--- src/rtl/text_escape_and_line_wrap_top_macros.svh ---
// assertion helpers for the text wrap block
`ifndef TEXT_ESCAPE_AND_LINE_WRAP_TOP_MACROS_SVH
`define TEXT_ESCAPE_AND_LINE_WRAP_TOP_MACROS_SVH

// condition must hold at every edge out of reset
`define TXW_ASSERT_ALWAYS(lbl, cond, msg) \
  lbl: assert property (@(posedge clk) disable iff (!rst_n) (cond)) else $error(msg);

// trigger implies consequence in the following cycle
`define TXW_ASSERT_NEXT(lbl, trig, cons, msg) \
  lbl: assert property (@(posedge clk) disable iff (!rst_n) (trig) |=> (cons)) \
    else $error(msg);

`endif

--- src/rtl/txw_pkg.sv ---
package txw_pkg;

  localparam int LINE_BUFFER = 80;
  localparam int MAX_LEVEL   = 10;
  localparam int CHUNK_BYTES = 8;

  localparam int FILL_W  = $clog2(LINE_BUFFER + 1);
  localparam int ADDR_W  = $clog2(LINE_BUFFER);
  localparam int LVL_W   = $clog2(MAX_LEVEL + 1);
  localparam int CIDX_W  = $clog2(CHUNK_BYTES);

  localparam logic [7:0] CH_NL    = 8'h0a;
  localparam logic [7:0] CH_SP    = 8'h20;
  localparam logic [7:0] CH_AMP   = 8'h26;
  localparam logic [7:0] CH_LT    = 8'h3c;
  localparam logic [7:0] CH_COMMA = 8'h2c;
  localparam logic [7:0] CH_SEMI  = 8'h3b;
  localparam logic [7:0] CH_COLON = 8'h3a;
  localparam logic [7:0] CH_DOT   = 8'h2e;

  localparam logic [LVL_W-1:0] LVL_SPACE = LVL_W'(1);
  localparam logic [LVL_W-1:0] LVL_COMMA = LVL_W'(4);
  localparam logic [LVL_W-1:0] LVL_SEMI  = LVL_W'(5);
  localparam logic [LVL_W-1:0] LVL_COLON = LVL_W'(6);
  localparam logic [LVL_W-1:0] LVL_DOT   = LVL_W'(7);

  typedef enum logic {
    CFG_SEVEN_BIT = 1'b0,
    CFG_PREFORMAT = 1'b1
  } cfg_idx_t;

  typedef struct packed {
    logic       op;
    logic [7:0] char_code;
  } in_item_t;

  typedef struct packed {
    logic [63:0] out_bytes;
    logic [3:0]  byte_count;
    logic        last;
  } out_item_t;

  typedef struct packed {
    logic       push;
    logic       fin;
    logic [7:0] data;
  } pack_req_t;

  typedef struct packed {
    logic ready_push;
    logic ready_fin;
  } pack_sts_t;

endpackage

--- src/rtl/text_escape_and_line_wrap_top.sv ---
// channel | direction | handshake          | payload
// in_     | input     | in_valid/in_stall  | in_item_t (op, char_code)
// out_    | output    | out_valid/out_stall| out_item_t (out_bytes, byte_count, last)
// cfg_    | input     | cfg_valid/cfg_ready| cfg_index, cfg_data
// a plain byte goes through accept, store and close of the item chunk; an escape stores
// each character of its expansion in turn; a line cut or dump reads and then emits each
// byte moved, since every byte goes through the single registered read port of the line store
// reset is synchronous active low and clears control state; store contents stay undefined
// out_stall holds the chunk; while it is held the sequencer waits on a full packer, or to close on a nonempty one
module text_escape_and_line_wrap_top (
  input  logic              clk,
  input  logic              rst_n,
  input  logic              in_valid,
  output logic              in_stall,
  input  txw_pkg::in_item_t in_data,
  output logic              out_valid,
  input  logic              out_stall,
  output txw_pkg::out_item_t out_data,
  input  logic              cfg_valid,
  output logic              cfg_ready,
  input  logic              cfg_index,
  input  logic              cfg_data
);
  import txw_pkg::*;
  `include "text_escape_and_line_wrap_top_macros.svh"

  typedef enum logic [3:0] {
    S_IDLE, S_CHAR, S_DUMP_RD, S_DUMP_EM, S_DUMP_END,
    S_CUT_RD, S_CUT_EM, S_CUT_NL, S_COPY_RD, S_COPY_WR, S_OP_NL, S_FIN
  } state_t;

  state_t                  state_r, state_nxt;
  logic                    seven_r, pre_r;
  logic                    op_r, op_nxt;
  logic [7:0]              ch_in_r, ch_in_nxt;
  logic [2:0]              k_r, k_nxt, n_r, n_nxt;
  logic [FILL_W-1:0]       fill_r, fill_nxt;
  logic [FILL_W-1:0]       idx_r, idx_nxt, lim_r, lim_nxt, skip_r, skip_nxt;
  logic [MAX_LEVEL:0][FILL_W-1:0] bp_r, bp_nxt;
  logic [MAX_LEVEL:0]      bv_r, bv_nxt;
  logic [LVL_W-1:0]        best_r, best_nxt;
  logic                    ovf_r, ovf_nxt, dovf_r, dovf_nxt;
  logic [7:0]              prev_r, prev_nxt;

  // line store port
  logic              we;
  logic [ADDR_W-1:0] waddr, raddr;
  logic [7:0]        wdata, rdata;

  pack_req_t preq;
  pack_sts_t psts;

  // decimal digits of a high byte
  logic [7:0]  hund, rem8, tens, ones;
  logic [15:0] tprod;
  always_comb begin
    hund  = (ch_in_r >= 8'd200) ? 8'd2 : 8'd1;
    rem8  = ch_in_r - ((ch_in_r >= 8'd200) ? 8'd200 : 8'd100);
    tprod = 16'(rem8) * 16'd205;
    tens  = 8'(tprod >> 11);
    ones  = rem8 - 8'(tens * 8'd10);
  end

  // character k of the escaped expansion
  logic [7:0] ch;
  always_comb begin
    ch = ch_in_r;
    if (ch_in_r == CH_AMP) begin
      case (k_r)
        3'd0:    ch = CH_AMP;
        3'd1:    ch = 8'h61;
        3'd2:    ch = 8'h6d;
        3'd3:    ch = 8'h70;
        default: ch = CH_SEMI;
      endcase
    end else if (ch_in_r == CH_LT) begin
      case (k_r)
        3'd0:    ch = CH_AMP;
        3'd1:    ch = 8'h6c;
        3'd2:    ch = 8'h74;
        default: ch = CH_SEMI;
      endcase
    end else if (seven_r && ch_in_r[7]) begin
      case (k_r)
        3'd0:    ch = CH_AMP;
        3'd1:    ch = 8'h30 + hund;
        3'd2:    ch = 8'h30 + tens;
        3'd3:    ch = 8'h30 + ones;
        default: ch = CH_SEMI;
      endcase
    end
  end

  logic [7:0]              cs;
  logic [FILL_W-1:0]       fill_inc, pos;
  logic [LVL_W-1:0]        lvl, top;
  logic [MAX_LEVEL:0][FILL_W-1:0] bp_w;
  logic [MAX_LEVEL:0]      bv_w;
  logic [LVL_W-1:0]        best_w;
  logic                    adv;

  always_comb begin
    state_nxt = state_r;
    op_nxt    = op_r;
    ch_in_nxt = ch_in_r;
    k_nxt     = k_r;
    n_nxt     = n_r;
    fill_nxt  = fill_r;
    idx_nxt   = idx_r;
    lim_nxt   = lim_r;
    skip_nxt  = skip_r;
    bp_nxt    = bp_r;
    bv_nxt    = bv_r;
    best_nxt  = best_r;
    ovf_nxt   = ovf_r;
    dovf_nxt  = dovf_r;
    prev_nxt  = prev_r;
    we        = 1'b0;
    waddr     = fill_r[ADDR_W-1:0];
    wdata     = 8'h00;
    raddr     = idx_r[ADDR_W-1:0];
    preq      = '0;
    adv       = 1'b0;
    cs        = (ch == CH_NL && !pre_r) ? CH_SP : ch;
    fill_inc  = fill_r + FILL_W'(1);
    lvl       = LVL_SPACE;
    bp_w      = bp_r;
    bv_w      = bv_r;
    best_w    = best_r;
    pos       = '0;
    top       = '0;

    case (state_r)
      S_IDLE: begin
        if (in_valid) begin
          op_nxt    = in_data.op;
          ch_in_nxt = in_data.char_code;
          k_nxt     = 3'd0;
          if (in_data.char_code == CH_AMP) begin
            n_nxt = 3'd5;
          end else if (in_data.char_code == CH_LT) begin
            n_nxt = 3'd4;
          end else if (seven_r && in_data.char_code[7]) begin
            n_nxt = 3'd5;
          end else begin
            n_nxt = 3'd1;
          end
          if (in_data.op) begin
            idx_nxt   = '0;
            lim_nxt   = fill_r;
            dovf_nxt  = 1'b0;
            state_nxt = (fill_r == '0) ? S_DUMP_END : S_DUMP_RD;
          end else begin
            state_nxt = S_CHAR;
          end
        end
      end

      S_CHAR: begin
        we       = 1'b1;
        wdata    = cs;
        prev_nxt = cs;
        fill_nxt = fill_inc;
        if (ch == CH_NL && pre_r) begin
          idx_nxt   = '0;
          lim_nxt   = fill_inc;
          dovf_nxt  = 1'b0;
          state_nxt = S_DUMP_RD;
        end else begin
          if (!pre_r && cs == CH_SP) begin
            if (fill_r != '0) begin
              case (prev_r)
                CH_COMMA: lvl = LVL_COMMA;
                CH_SEMI:  lvl = LVL_SEMI;
                CH_COLON: lvl = LVL_COLON;
                CH_DOT:   lvl = LVL_DOT;
                default:  lvl = LVL_SPACE;
              endcase
            end
            bp_w[lvl] = fill_r;
            bv_w[lvl] = 1'b1;
            if (lvl >= best_r) begin
              best_w = lvl;
            end
          end
          bp_nxt   = bp_w;
          bv_nxt   = bv_w;
          best_nxt = best_w;
          if (fill_inc >= FILL_W'(LINE_BUFFER - 1) || (ovf_r && best_w != '0)) begin
            if (best_w != '0) begin
              pos = bp_w[best_w];
              if (pos >= fill_inc) begin
                pos = fill_r;
              end
              lim_nxt   = pos;
              idx_nxt   = '0;
              state_nxt = (pos == '0) ? S_CUT_NL : S_CUT_RD;
            end else begin
              idx_nxt   = '0;
              lim_nxt   = fill_inc;
              dovf_nxt  = 1'b1;
              state_nxt = S_DUMP_RD;
            end
          end else begin
            adv = 1'b1;
          end
        end
      end

      S_DUMP_RD: state_nxt = S_DUMP_EM;

      S_DUMP_EM: begin
        preq.data = rdata;
        preq.push = psts.ready_push;
        if (psts.ready_push) begin
          idx_nxt   = idx_r + FILL_W'(1);
          state_nxt = (idx_r + FILL_W'(1) == lim_r) ? S_DUMP_END : S_DUMP_RD;
        end
      end

      S_DUMP_END: begin
        fill_nxt = '0;
        bp_nxt   = '0;
        bv_nxt   = '0;
        best_nxt = '0;
        ovf_nxt  = ovf_r | dovf_r;
        if (op_r) begin
          state_nxt = S_OP_NL;
        end else begin
          adv = 1'b1;
        end
      end

      S_CUT_RD: state_nxt = S_CUT_EM;

      S_CUT_EM: begin
        preq.data = rdata;
        preq.push = psts.ready_push;
        if (psts.ready_push) begin
          idx_nxt   = idx_r + FILL_W'(1);
          state_nxt = (idx_r + FILL_W'(1) == lim_r) ? S_CUT_NL : S_CUT_RD;
        end
      end

      S_CUT_NL: begin
        preq.data = CH_NL;
        preq.push = psts.ready_push;
        if (psts.ready_push) begin
          // rebase surviving breaks past the cut space
          for (int i = 0; i <= MAX_LEVEL; i++) begin
            if (bv_r[i] && bp_r[i] > lim_r + FILL_W'(1)) begin
              bp_nxt[i] = bp_r[i] - (lim_r + FILL_W'(1));
              top       = LVL_W'(i);
            end else begin
              bv_nxt[i] = 1'b0;
              bp_nxt[i] = '0;
            end
          end
          best_nxt = top;
          ovf_nxt  = 1'b0;
          skip_nxt = lim_r + FILL_W'(1);
          idx_nxt  = lim_r + FILL_W'(1);
          lim_nxt  = fill_r;
          fill_nxt = fill_r - (lim_r + FILL_W'(1));
          if (lim_r + FILL_W'(1) == fill_r) begin
            adv = 1'b1;
          end else begin
            state_nxt = S_COPY_RD;
          end
        end
      end

      S_COPY_RD: state_nxt = S_COPY_WR;

      S_COPY_WR: begin
        we      = 1'b1;
        waddr   = ADDR_W'(idx_r - skip_r);
        wdata   = rdata;
        idx_nxt = idx_r + FILL_W'(1);
        if (idx_r + FILL_W'(1) == lim_r) begin
          adv = 1'b1;
        end else begin
          state_nxt = S_COPY_RD;
        end
      end

      S_OP_NL: begin
        preq.data = CH_NL;
        preq.push = psts.ready_push;
        if (psts.ready_push) begin
          state_nxt = S_FIN;
        end
      end

      S_FIN: begin
        preq.fin = 1'b1;
        if (psts.ready_fin) begin
          state_nxt = S_IDLE;
        end
      end

      default: state_nxt = S_IDLE;
    endcase

    // move on to the next character of the item, or close the item
    if (adv) begin
      if (k_r + 3'd1 == n_r) begin
        state_nxt = S_FIN;
      end else begin
        k_nxt     = k_r + 3'd1;
        state_nxt = S_CHAR;
      end
    end
  end

  always_ff @(posedge clk) begin
    if (!rst_n) begin
      state_r <= S_IDLE;
      seven_r <= 1'b0;
      pre_r   <= 1'b0;
      fill_r  <= '0;
      bp_r    <= '0;
      bv_r    <= '0;
      best_r  <= '0;
      ovf_r   <= 1'b0;
    end else begin
      state_r <= state_nxt;
      fill_r  <= fill_nxt;
      bp_r    <= bp_nxt;
      bv_r    <= bv_nxt;
      best_r  <= best_nxt;
      ovf_r   <= ovf_nxt;
      if (cfg_valid && cfg_ready) begin
        case (cfg_idx_t'(cfg_index))
          CFG_SEVEN_BIT: seven_r <= cfg_data;
          CFG_PREFORMAT: pre_r   <= cfg_data;
          default:       ;
        endcase
      end
    end
    op_r    <= op_nxt;
    ch_in_r <= ch_in_nxt;
    k_r     <= k_nxt;
    n_r     <= n_nxt;
    idx_r   <= idx_nxt;
    lim_r   <= lim_nxt;
    skip_r  <= skip_nxt;
    dovf_r  <= dovf_nxt;
    prev_r  <= prev_nxt;
  end

  assign in_stall  = (state_r != S_IDLE);
  assign cfg_ready = 1'b1;

  txw_store u_store (
    .clk   (clk),
    .we    (we),
    .waddr (waddr),
    .wdata (wdata),
    .raddr (raddr),
    .rdata (rdata)
  );

  txw_pack u_pack (
    .clk       (clk),
    .rst_n     (rst_n),
    .req       (preq),
    .sts       (psts),
    .out_valid (out_valid),
    .out_stall (out_stall),
    .out_data  (out_data)
  );

  // a settled store never holds a full line
  `TXW_ASSERT_ALWAYS(a_fill_idle, (state_r != S_IDLE) || (fill_r < FILL_W'(LINE_BUFFER - 1)), "line store left too full")
  // a new item blocks the input until its work is done
  `TXW_ASSERT_NEXT(a_busy_after_accept, in_valid && !in_stall, in_stall, "input not blocked after transfer")
  // best level always names a valid break
  `TXW_ASSERT_ALWAYS(a_best_valid, (best_r == '0) || bv_r[best_r], "best level without a break")

endmodule

--- src/rtl/txw_store.sv ---
module txw_store (
  input  logic                      clk,
  input  logic                      we,
  input  logic [txw_pkg::ADDR_W-1:0] waddr,
  input  logic [7:0]                wdata,
  input  logic [txw_pkg::ADDR_W-1:0] raddr,
  output logic [7:0]                rdata
);
  import txw_pkg::*;

  logic [7:0] mem [LINE_BUFFER];

  always_ff @(posedge clk) begin
    if (we) begin
      mem[waddr] <= wdata;
    end
    rdata <= mem[raddr];
  end

endmodule

--- src/rtl/txw_pack.sv ---
module txw_pack (
  input  logic                clk,
  input  logic                rst_n,
  input  txw_pkg::pack_req_t  req,
  output txw_pkg::pack_sts_t  sts,
  output logic                out_valid,
  input  logic                out_stall,
  output txw_pkg::out_item_t  out_data
);
  import txw_pkg::*;

  logic [CHUNK_BYTES-1:0][7:0] acc_r, acc_nxt;
  logic [3:0]                  cnt_r, cnt_nxt;
  logic                        out_valid_r, out_valid_nxt;
  out_item_t                   out_data_r, out_data_nxt;

  assign sts = '{ready_push: (cnt_r != 4'(CHUNK_BYTES)) || !out_valid_r,
                 ready_fin:  (cnt_r == 4'd0) || !out_valid_r};

  always_comb begin
    acc_nxt       = acc_r;
    cnt_nxt       = cnt_r;
    out_valid_nxt = out_valid_r;
    out_data_nxt  = out_data_r;
    if (out_valid_r && !out_stall) begin
      out_valid_nxt = 1'b0;
    end
    if (req.push && sts.ready_push) begin
      if (cnt_r == 4'(CHUNK_BYTES)) begin
        out_data_nxt  = '{out_bytes: 64'(acc_r), byte_count: cnt_r, last: 1'b0};
        out_valid_nxt = 1'b1;
        acc_nxt       = '0;
        acc_nxt[0]    = req.data;
        cnt_nxt       = 4'd1;
      end else begin
        acc_nxt[cnt_r[CIDX_W-1:0]] = req.data;
        cnt_nxt                    = cnt_r + 4'd1;
      end
    end else if (req.fin && sts.ready_fin && cnt_r != 4'd0) begin
      out_data_nxt  = '{out_bytes: 64'(acc_r), byte_count: cnt_r, last: 1'b1};
      out_valid_nxt = 1'b1;
      acc_nxt       = '0;
      cnt_nxt       = 4'd0;
    end
  end

  always_ff @(posedge clk) begin
    if (!rst_n) begin
      cnt_r       <= 4'd0;
      out_valid_r <= 1'b0;
      acc_r       <= '0;
    end else begin
      cnt_r       <= cnt_nxt;
      out_valid_r <= out_valid_nxt;
      acc_r       <= acc_nxt;
    end
    out_data_r <= out_data_nxt;
  end

  assign out_valid = out_valid_r;
  assign out_data  = out_data_r;

endmodule

--- config.mk ---
export PLATFORM = sky130hd
export DESIGN_NAME = text_escape_and_line_wrap_top
export DESIGN_NICKNAME = d
export VERILOG_FILES = /design/src/rtl/txw_pkg.sv /design/src/rtl/text_escape_and_line_wrap_top.sv /design/src/rtl/txw_store.sv /design/src/rtl/txw_pack.sv
export VERILOG_INCLUDE_DIRS = /design/src /design/src/rtl
export SDC_FILE = /design/constraint.sdc
export NUM_CORES = 1
export LEC_CHECK = 0
export BUFFER_PORTS_ARGS = -buffer_cell sky130_fd_sc_hd__buf_4
export CELL_PAD_IN_SITES_DETAIL_PLACEMENT = 1
export CELL_PAD_IN_SITES_GLOBAL_PLACEMENT = 2
export CORE_MARGIN = 4
export CORE_UTILIZATION = 42
export DETAILED_ROUTE_END_ITERATION = 12
export PLACE_DENSITY_LB_ADDON = 0.1
export SYNTH_ARGS = -nofsm -noshare
export SYNTH_HDL_FRONTEND = slang
export SYNTH_SLANG_ARGS = --single-unit
--- constraint.sdc ---
create_clock -name clk -period 12.2 [get_ports clk]
set_input_delay 1.22 -clock clk [delete_from_list [all_inputs] [get_ports clk]]
set_output_delay 1.22 -clock clk [all_outputs]
set_load 0.03 [all_outputs]
=== Word level (Yosys, flattened, before mapping) ===
Memories as Yosys holds them, arrays and structs flattened. A register that Yosys moved wholly into a read port is not among the register bits.
Cells that the tools add are included.

* $add $sub $neg: 23
* Multiply operators: 2
* Order comparisons: 20
* Eq/ne operators: 59
* Multiplexer cells: 156
* Bitwise gates (word level): 3
* Reductions and logical operators: 72

{| class="wikitable"
|+ Operators by type and width
! kind !! number
|-
| $mux 77 || 5
|-
| $pmux 77 s3 || 1
|-
| $mux 7 || 32
|-
| $mux 69 || 3
|-
| $mux 64 || 3
|-
| $mux 4 || 34
|-
| $sub 7x7->7 || 13
|-
| $bwmux 77 || 1
|-
| $gt 7x7->1 || 11
|-
| $eq 8x6->1 const B || 9
|-
| $reduce_and 5->1 || 13
|-
| $bwmux 64 || 1
|-
| $pmux 7 s3 || 3
|-
| $mux 8 || 6
|-
| $pmux 4 s12 || 1
|-
| $mux 1 || 35
|-
| $pmux 7 s5 || 1
|-
| $mux 11 || 3
|-
| $pmux 11 s3 || 1
|-
| $ne 2x2->1 const B || 16
|-
| $pmux 8 s2 || 2
|-
| $pmux 8 s4 || 1
|-
| $mux 3 || 10
|-
| $bmux 7 s4 || 1
|-
| other kinds (59) || 129
|}

* Register bits after elaboration: 289
* Memory bits (writable): 640
* Input bits: 16
* Output and inout port bits: 72
* Logic and storage cells: 387
* Memories: 1

{| class="wikitable"
|+ Memory list
! memory !! words !! width !! rd ports !! clocked after Yosys merged registers in !! write ports !! RTL line !! text
|-
| u_store.mem || 80 || 8 || 1 || 1 || 1 || txw_store.sv:11 || <nowiki>logic [7:0] mem [LINE_BUFFER];</nowiki>
|}

=== Depth between registers and ports, before layout ===
* Depth after elaboration: 42
* Depth in mapped cells: 57

=== By module ===
Synthesis repeated with hierarchy kept, for this count alone.

* Cells, all modules: 3107
* Area total of the unflattened synthesis: 43017.5 um2

{| class="wikitable"
|+ By module, submodules not included
! module !! instances !! cells an instance !! area each (um2) !! seq. area each (um2)
|-
| txw_store || 1 || 1112 || 24907.6 || 19378.6
|-
| text_escape_and_line_wrap_top || 1 || 1629 || 13377.8 || 3353.2
|-
| txw_pack || 1 || 366 || 4732.0 || 3453.3
|}

=== Worst setup path before layout ===
No wires, ideal clock.

* Path type: reg-to-reg
* Start point: register ch_in_r[4]
* End point: memory u_store.mem[0][7], data pin
* Arrival time: 11.008 ns
* Required time: 11.374 ns
* Setup slack: 0.366 ns
* Cell stages (with the launch flop): 35
* Cells stage by stage: edfxtp_1 > buf_4 > o311a_2 > inv_2 > ha_1 > fa_1 > nand2b_1 > a21oi_1 > xnor2_1 > ha_1 > inv_1 > fa_1 > inv_1 > fa_1 > inv_1 > fa_1 > inv_1 > ha_1 > nand2_1 > or4_4 > o21ai_4 > a21oi_1 > xnor2_1 > ha_1 > ha_1 > fa_1 > ha_1 > inv_1 > ha_1 > o211ai_1 > a21oi_1 > xnor3_1 > a211oi_2 > nor2_4 > o21ai_0

* Cells in the longest elaborated chain, start to end: 15

{| class="wikitable"
|+ RTL lines
! element !! RTL line !! text
|-
| start, declared || text_escape_and_line_wrap_top.sv:35 || <nowiki>logic [7:0] ch_in_r, ch_in_nxt;</nowiki>
|-
| start signal, assigned || text_escape_and_line_wrap_top.sv:342 || <nowiki>ch_in_r <= ch_in_nxt;</nowiki>
|-
| $ge 8x8->1 || text_escape_and_line_wrap_top.sv:57, text_escape_and_line_wrap_top.sv:58 ||
|-
| $mux 8 || text_escape_and_line_wrap_top.sv:58 || <nowiki>rem8 = ch_in_r - ((ch_in_r >= 8'd200) ? 8'd200 : 8'd100);</nowiki>
|-
| $sub 8x8->8 || text_escape_and_line_wrap_top.sv:58 ||
|-
| $mul 8x8->16 || text_escape_and_line_wrap_top.sv:59 || <nowiki>tprod = 16'(rem8) * 16'd205;</nowiki>
|-
| $mul 5x3->7 || text_escape_and_line_wrap_top.sv:61 || <nowiki>ones = rem8 - 8'(tens * 8'd10);</nowiki>
|-
| $sub 8x8->8 || text_escape_and_line_wrap_top.sv:61 ||
|-
| $add 6x8->8 || text_escape_and_line_wrap_top.sv:88 || <nowiki>3'd3: ch = 8'h30 + ones;</nowiki>
|-
| $pmux 8 s4 || text_escape_and_line_wrap_top.sv:84 || <nowiki>case (k_r)</nowiki>
|-
| $mux 8 || text_escape_and_line_wrap_top.sv:83 || <nowiki>end else if (seven_r && ch_in_r[7]) begin</nowiki>
|-
| $mux 8 || text_escape_and_line_wrap_top.sv:76 || <nowiki>end else if (ch_in_r == CH_LT) begin</nowiki>
|-
| $mux 8 * || text_escape_and_line_wrap_top.sv:68 || <nowiki>if (ch_in_r == CH_AMP) begin</nowiki>
|-
| $eq 8x4->1 || text_escape_and_line_wrap_top.sv:124 || <nowiki>cs = (ch == CH_NL && !pre_r) ? CH_SP : ch;</nowiki>
|-
| $logic_and 1x1->1 || text_escape_and_line_wrap_top.sv:124 ||
|-
| $mux 8 * || text_escape_and_line_wrap_top.sv:124 ||
|-
| $pmux 8 s2 * || text_escape_and_line_wrap_top.sv:133 || <nowiki>case (state_r)</nowiki>
|-
| via u_store.wdata[7] || txw_store.sv:5 || <nowiki>input logic [7:0] wdata,</nowiki>
|-
| end, declared || txw_store.sv:11 ||
|}

Mark *: on every way through the listed nets, which the timed path passes. The rest lies on a longest branch.

=== Worst setup path in the final report ===
* Start point: register ch_in_r[3]
* End point: register state_r[1]

* Cells in the longest elaborated chain, start to end: 34

{| class="wikitable"
|+ RTL lines
! element !! RTL line !! text
|-
| $ge 8x8->1 || text_escape_and_line_wrap_top.sv:57, text_escape_and_line_wrap_top.sv:58 ||
|-
| $mux 8 || text_escape_and_line_wrap_top.sv:58 ||
|-
| $sub 8x8->8 || text_escape_and_line_wrap_top.sv:58 ||
|-
| $mul 8x8->16 || text_escape_and_line_wrap_top.sv:59 ||
|-
| $mul 5x3->7 || text_escape_and_line_wrap_top.sv:61 ||
|-
| $sub 8x8->8 || text_escape_and_line_wrap_top.sv:61 ||
|-
| $add 6x8->8 || text_escape_and_line_wrap_top.sv:88 ||
|-
| $pmux 8 s4 || text_escape_and_line_wrap_top.sv:84 ||
|-
| [... 18 more ...] || - ||
|-
| $mux 7 || text_escape_and_line_wrap_top.sv:133 ||
|-
| $logic_not 7->1 || text_escape_and_line_wrap_top.sv:197 || <nowiki>state_nxt = (pos == '0) ? S_CUT_NL : S_CUT_RD;</nowiki>
|-
| $mux 2 || text_escape_and_line_wrap_top.sv:197 ||
|-
| $mux 3 || text_escape_and_line_wrap_top.sv:190 || <nowiki>if (best_w != '0) begin</nowiki>
|-
| $mux 4 || text_escape_and_line_wrap_top.sv:189 || <nowiki>if (fill_inc >= FILL_W'(LINE_BUFFER - 1) || (ovf_r && best_w != '0)) begin</nowiki>
|-
| $mux 4 || text_escape_and_line_wrap_top.sv:164 || <nowiki>if (ch == CH_NL && pre_r) begin</nowiki>
|-
| $pmux 4 s12 || text_escape_and_line_wrap_top.sv:133 ||
|-
| $mux 4 || text_escape_and_line_wrap_top.sv:306 || <nowiki>if (adv) begin</nowiki>
|-
| end signal, assigned || text_escape_and_line_wrap_top.sv:327 || <nowiki>state_r <= state_nxt;</nowiki>
|-
| end, declared || text_escape_and_line_wrap_top.sv:32 || <nowiki>state_t state_r, state_nxt;</nowiki>
|}

Every way passes the cells marked *; elsewhere a longest branch is shown, timed or not. The select of a mux whose other input is x is not followed.
A chain may end at the register's enable or synchronous reset.

==> results.json <==
{
  "grt_pass1_wl_um": 188000,
  "antenna_found_initial": 4,
  "regToRegSetupSlack_ns": 0.38,
  "post_drt_wl_per_cell_um": 27.1,
  "n_antenna_cell": 0,
  "finalSetupViolations": 0,
  "dp_hpwl_um": 84200,
  "synth_xor_area_share_pct": 2.16,
  "r2r_start": "ch_in_r[3]$_DFFE_PP_",
  "ant_nets": 0,
  "clock_latency_ns": 0.69,
  "top_layer_used": "met4",
  "clockBufferDepth": 3,
  "grt-ovfl-total": 0,
  "h-tree-depth": 3,
  "cts_root_buf": "clkbuf_16",
  "dr.pass1.iters": 5,
  "ios": 88,
  "rows": 117,
  "slew_headroom_pct": 16.7,
  "min_path_type": "reg -> reg",
  "clk_pin_slew_ns": 0.06,
  "synth_compound_area_share_pct": 8.64,
  "core_mm2": 0.102,
  "critPathLaunch": "ch_in_r[3]$_DFFE_PP_",
  "route.met2.wl_um": 58900,
  "ff2ff_path_depth": 55,
  "drive_gt1_share_pct": 19.2,
  "viasPerCell": 5.80,
  "track_usage_pct": 23.2,
  "maxSlewViolCount": 0,
  "layout.nets": 3347,
  "hold_viol_final": 0,
  "portBuffers": 86,
  "syn-cell-area_mm2": 0.0432,
  "yosysWarnings": 0,
  "status": "finished, final reports clean",
  "cts_tree": "done",
  "routed_wl_um": 125000,
  "worstPathArrival_ns": 12.39,
  "maxCapViolCount": 0,
  "synth_adder_area_share_pct": 5.41,
  "min_period_ns": 11.82,
  "vias": 26800,
  "cts_hold_buf": 0,
  "avgSynthCellArea_um2": 14.3,
  "final_cell_mix": "edfxtp_1 (750), mux4_2 (208), nor2_1 (201), dfxtp_1 (183), buf_4 (168)",
  "fmax_ghz": 0.0846,
  "async_reset_ff_share_pct": 0,
  "slowest_delay_ns": 0.56,
  "ys_types": 102,
  "ys_seq_area_share_pct": 60.6,
  "crit_slowest_cell": "or4_1",
  "cp-end-kind": "flip-flop",
  "path_class": "reg -> reg",
  "dieArea_mm2": 0.108,
  "final_common_cell": "edfxtp_1",
  "whs_ns": 0.423,
  "worstPathMaxFanout": 12,
  "rr_endpoint": "state_r[1]$_SDFFE_PN0P_",
  "hold_path_end": "u_pack.out_data[16]$_DFFE_PP_",
  "hp-start": "u_pack.acc_r[11]$_SDFFE_PN0P_",
  "synth_cells": 3029,
  "synthMuxAreaShare_pct": 11.7,
  "grt_max_degree": 98,
  "cp-start-kind": "flip-flop",
  "synthSimpleGateAreaFrac_pct": 9.14,
  "wl_met1_um": 58600,
  "area_delta_synth_final_pct": 13.8,
  "tightest_slew_ns": 1.25,
  "die_h_um": 329,
  "timing.final.crit_share_pct": 96.9,
  "die-width_um": 329,
  "crit_required_ns": 12.77,
  "drc_errors": 0,
  "synth_top_flop_cell": "edfxtp_1",
  "skew_ns": 0.0412,
  "cts_made_buffers": 99,
  "worstHoldPathCells": 0,
  "grt_pass1_vias": 27900,
  "synth_seq_cells": 933,
  "synth_fp_nets": 3216,
  "route.met3.wl_um": 5830,
  "start_util_pct": 42.4,
  "synth_edf_count": 750,
  "cts.sinks": 933,
  "synth_top_family_by_area": "multiplexers",
  "drtIter0Drc": 2494,
  "gp_congestion": 0.885
}
## per-layer routing
layer | global-route usage, % | vias to the layer above
met1 | 34.3 | 14100
met2 | 37.2 | 587
met3 | 2.95 | 113
met5 | 0 | -
met4 | 4.36 | 0
li1 | - | 12000
## sequential cells by signal (all words and copies together) (netlist names), 8 cells and up
name	flops
bp_r	77
bv_r	8
u_pack.out_data	69
u_pack.acc_r	64
u_store.mem	640
u_store.rdata	8
prev_r	8
ch_in_r	8
## timing repair
item,CTS,global route
pin swaps,0,17
buffers inserted,0,11
gates cloned,0,1
resized for setup,8,27
setup endpoints to repair,1,8
## worst max-delay path: cells and delay by family (launching register included)
| kind | cells | cell delay [ns] |
|---|---|---|
| fa+ha+maj | 13 | 4.24 |
| compound gates | 15 | 2.68 |
| simple gates | 14 | 2.68 |
| xor+xnor | 3 | 0.49 |
| buf+inv | 10 | 1.17 |
| flops | 1 | 0.41 |
## final cells by class
type	instances	area (um^2)
clock buffers	129	2720
well taps	1368	1710
inverters	116	438
flip-flops and latches	933	26200
repair buffers	171	1290
multi-input cells	1839	16200
clock inverters	54	611
fillers	10000	52700
## cells in the mapped netlist (6+ instances only)
library cell | n | area [um^2]
a21o_1 | 58 | 435
mux2_2 | 13 | 146
nand3_1 | 115 | 576
nand2_1 | 145 | 544
and3_1 | 55 | 344
nand2b_1 | 21 | 131
o21ai_1 | 8 | 40.0
a21oi_1 | 93 | 465
a211oi_1 | 11 | 82.6
nor3_1 | 36 | 180
o31ai_1 | 10 | 75.1
a31oi_1 | 15 | 93.8
buf_1 | 25 | 93.8
o221ai_1 | 7 | 61.3
a211o_1 | 6 | 52.6
and2_1 | 71 | 444
a32oi_1 | 7 | 61.3
ha_1 | 149 | 1860
dfxtp_1 | 183 | 3660
nor2b_1 | 67 | 419
o21bai_1 | 14 | 105
xnor2_1 | 56 | 490
o211ai_1 | 8 | 60.1
a22o_1 | 6 | 52.6
o21a_1 | 10 | 75.1
o2111a_1 | 6 | 67.6
nand4_1 | 18 | 113
or2_2 | 7 | 43.8
clkbuf_1 | 108 | 405
a221oi_1 | 22 | 193
mux2i_1 | 18 | 180
nor3b_1 | 8 | 60.1
mux4_2 | 208 | 4680
a22oi_1 | 42 | 315
o22a_1 | 6 | 52.6
inv_1 | 112 | 420
a21boi_0 | 19 | 143
edfxtp_1 | 750 | 22500
a41oi_1 | 6 | 52.6
o22ai_1 | 12 | 75.1
xor2_1 | 42 | 368
o21ai_0 | 121 | 606
nor2_1 | 201 | 754
fa_1 | 22 | 440
nand3b_1 | 9 | 67.6
## through the flow
stage / utilization [%] / TNS [ns] / setup WS [ns] / instances / instance area, um^2
floorplan: - / 0 / 0.366 / 3029 / 43200
global placement: 44.7 / 0 / 0.281 / 4415 / 45600
detailed placement: 44.7 / 0 / 0.0206 / 4415 / 45600
CTS: 48.0 / 0 / 0.0478 / 4598 / 49000
global route: 48.3 / -0.0935 / -0.0687 / 4610 / 49200
finish: 48.3 / 0 / 0.379 / 4610 / 49200
## kinds of logic (layout without fill, tap and decap cells)
group | count (synthesis) | count (layout)
DFF | 933 | 933
and+or+nand+nor | 783 | 783
AOI/OAI and AO/OA | 537 | 537
buffers and inverters | 257 | 470
muxes | 243 | 243
adders and majority gates | 174 | 174
xor gates and xnor gates | 101 | 101
other | 1 | 1
## worst max-delay path by stage
stage | to | slack [ns]
after floorplan | u_store.mem[0][7]$_DFFE_PP_ | 0.37
after global placement | state_r[1]$_SDFFE_PN0P_ | 0.28
after detailed placement | state_r[1]$_SDFFE_PN0P_ | 0.02
after CTS | state_r[1]$_SDFFE_PN0P_ | 0.05
after global routing | state_r[1]$_SDFFE_PN0P_ | -0.07
final | state_r[1]$_SDFFE_PN0P_ | 0.38
Power is left out: the tool's default activity adds up to more than one toggle a clock period on the data nets, which glitch-free logic cannot reach.
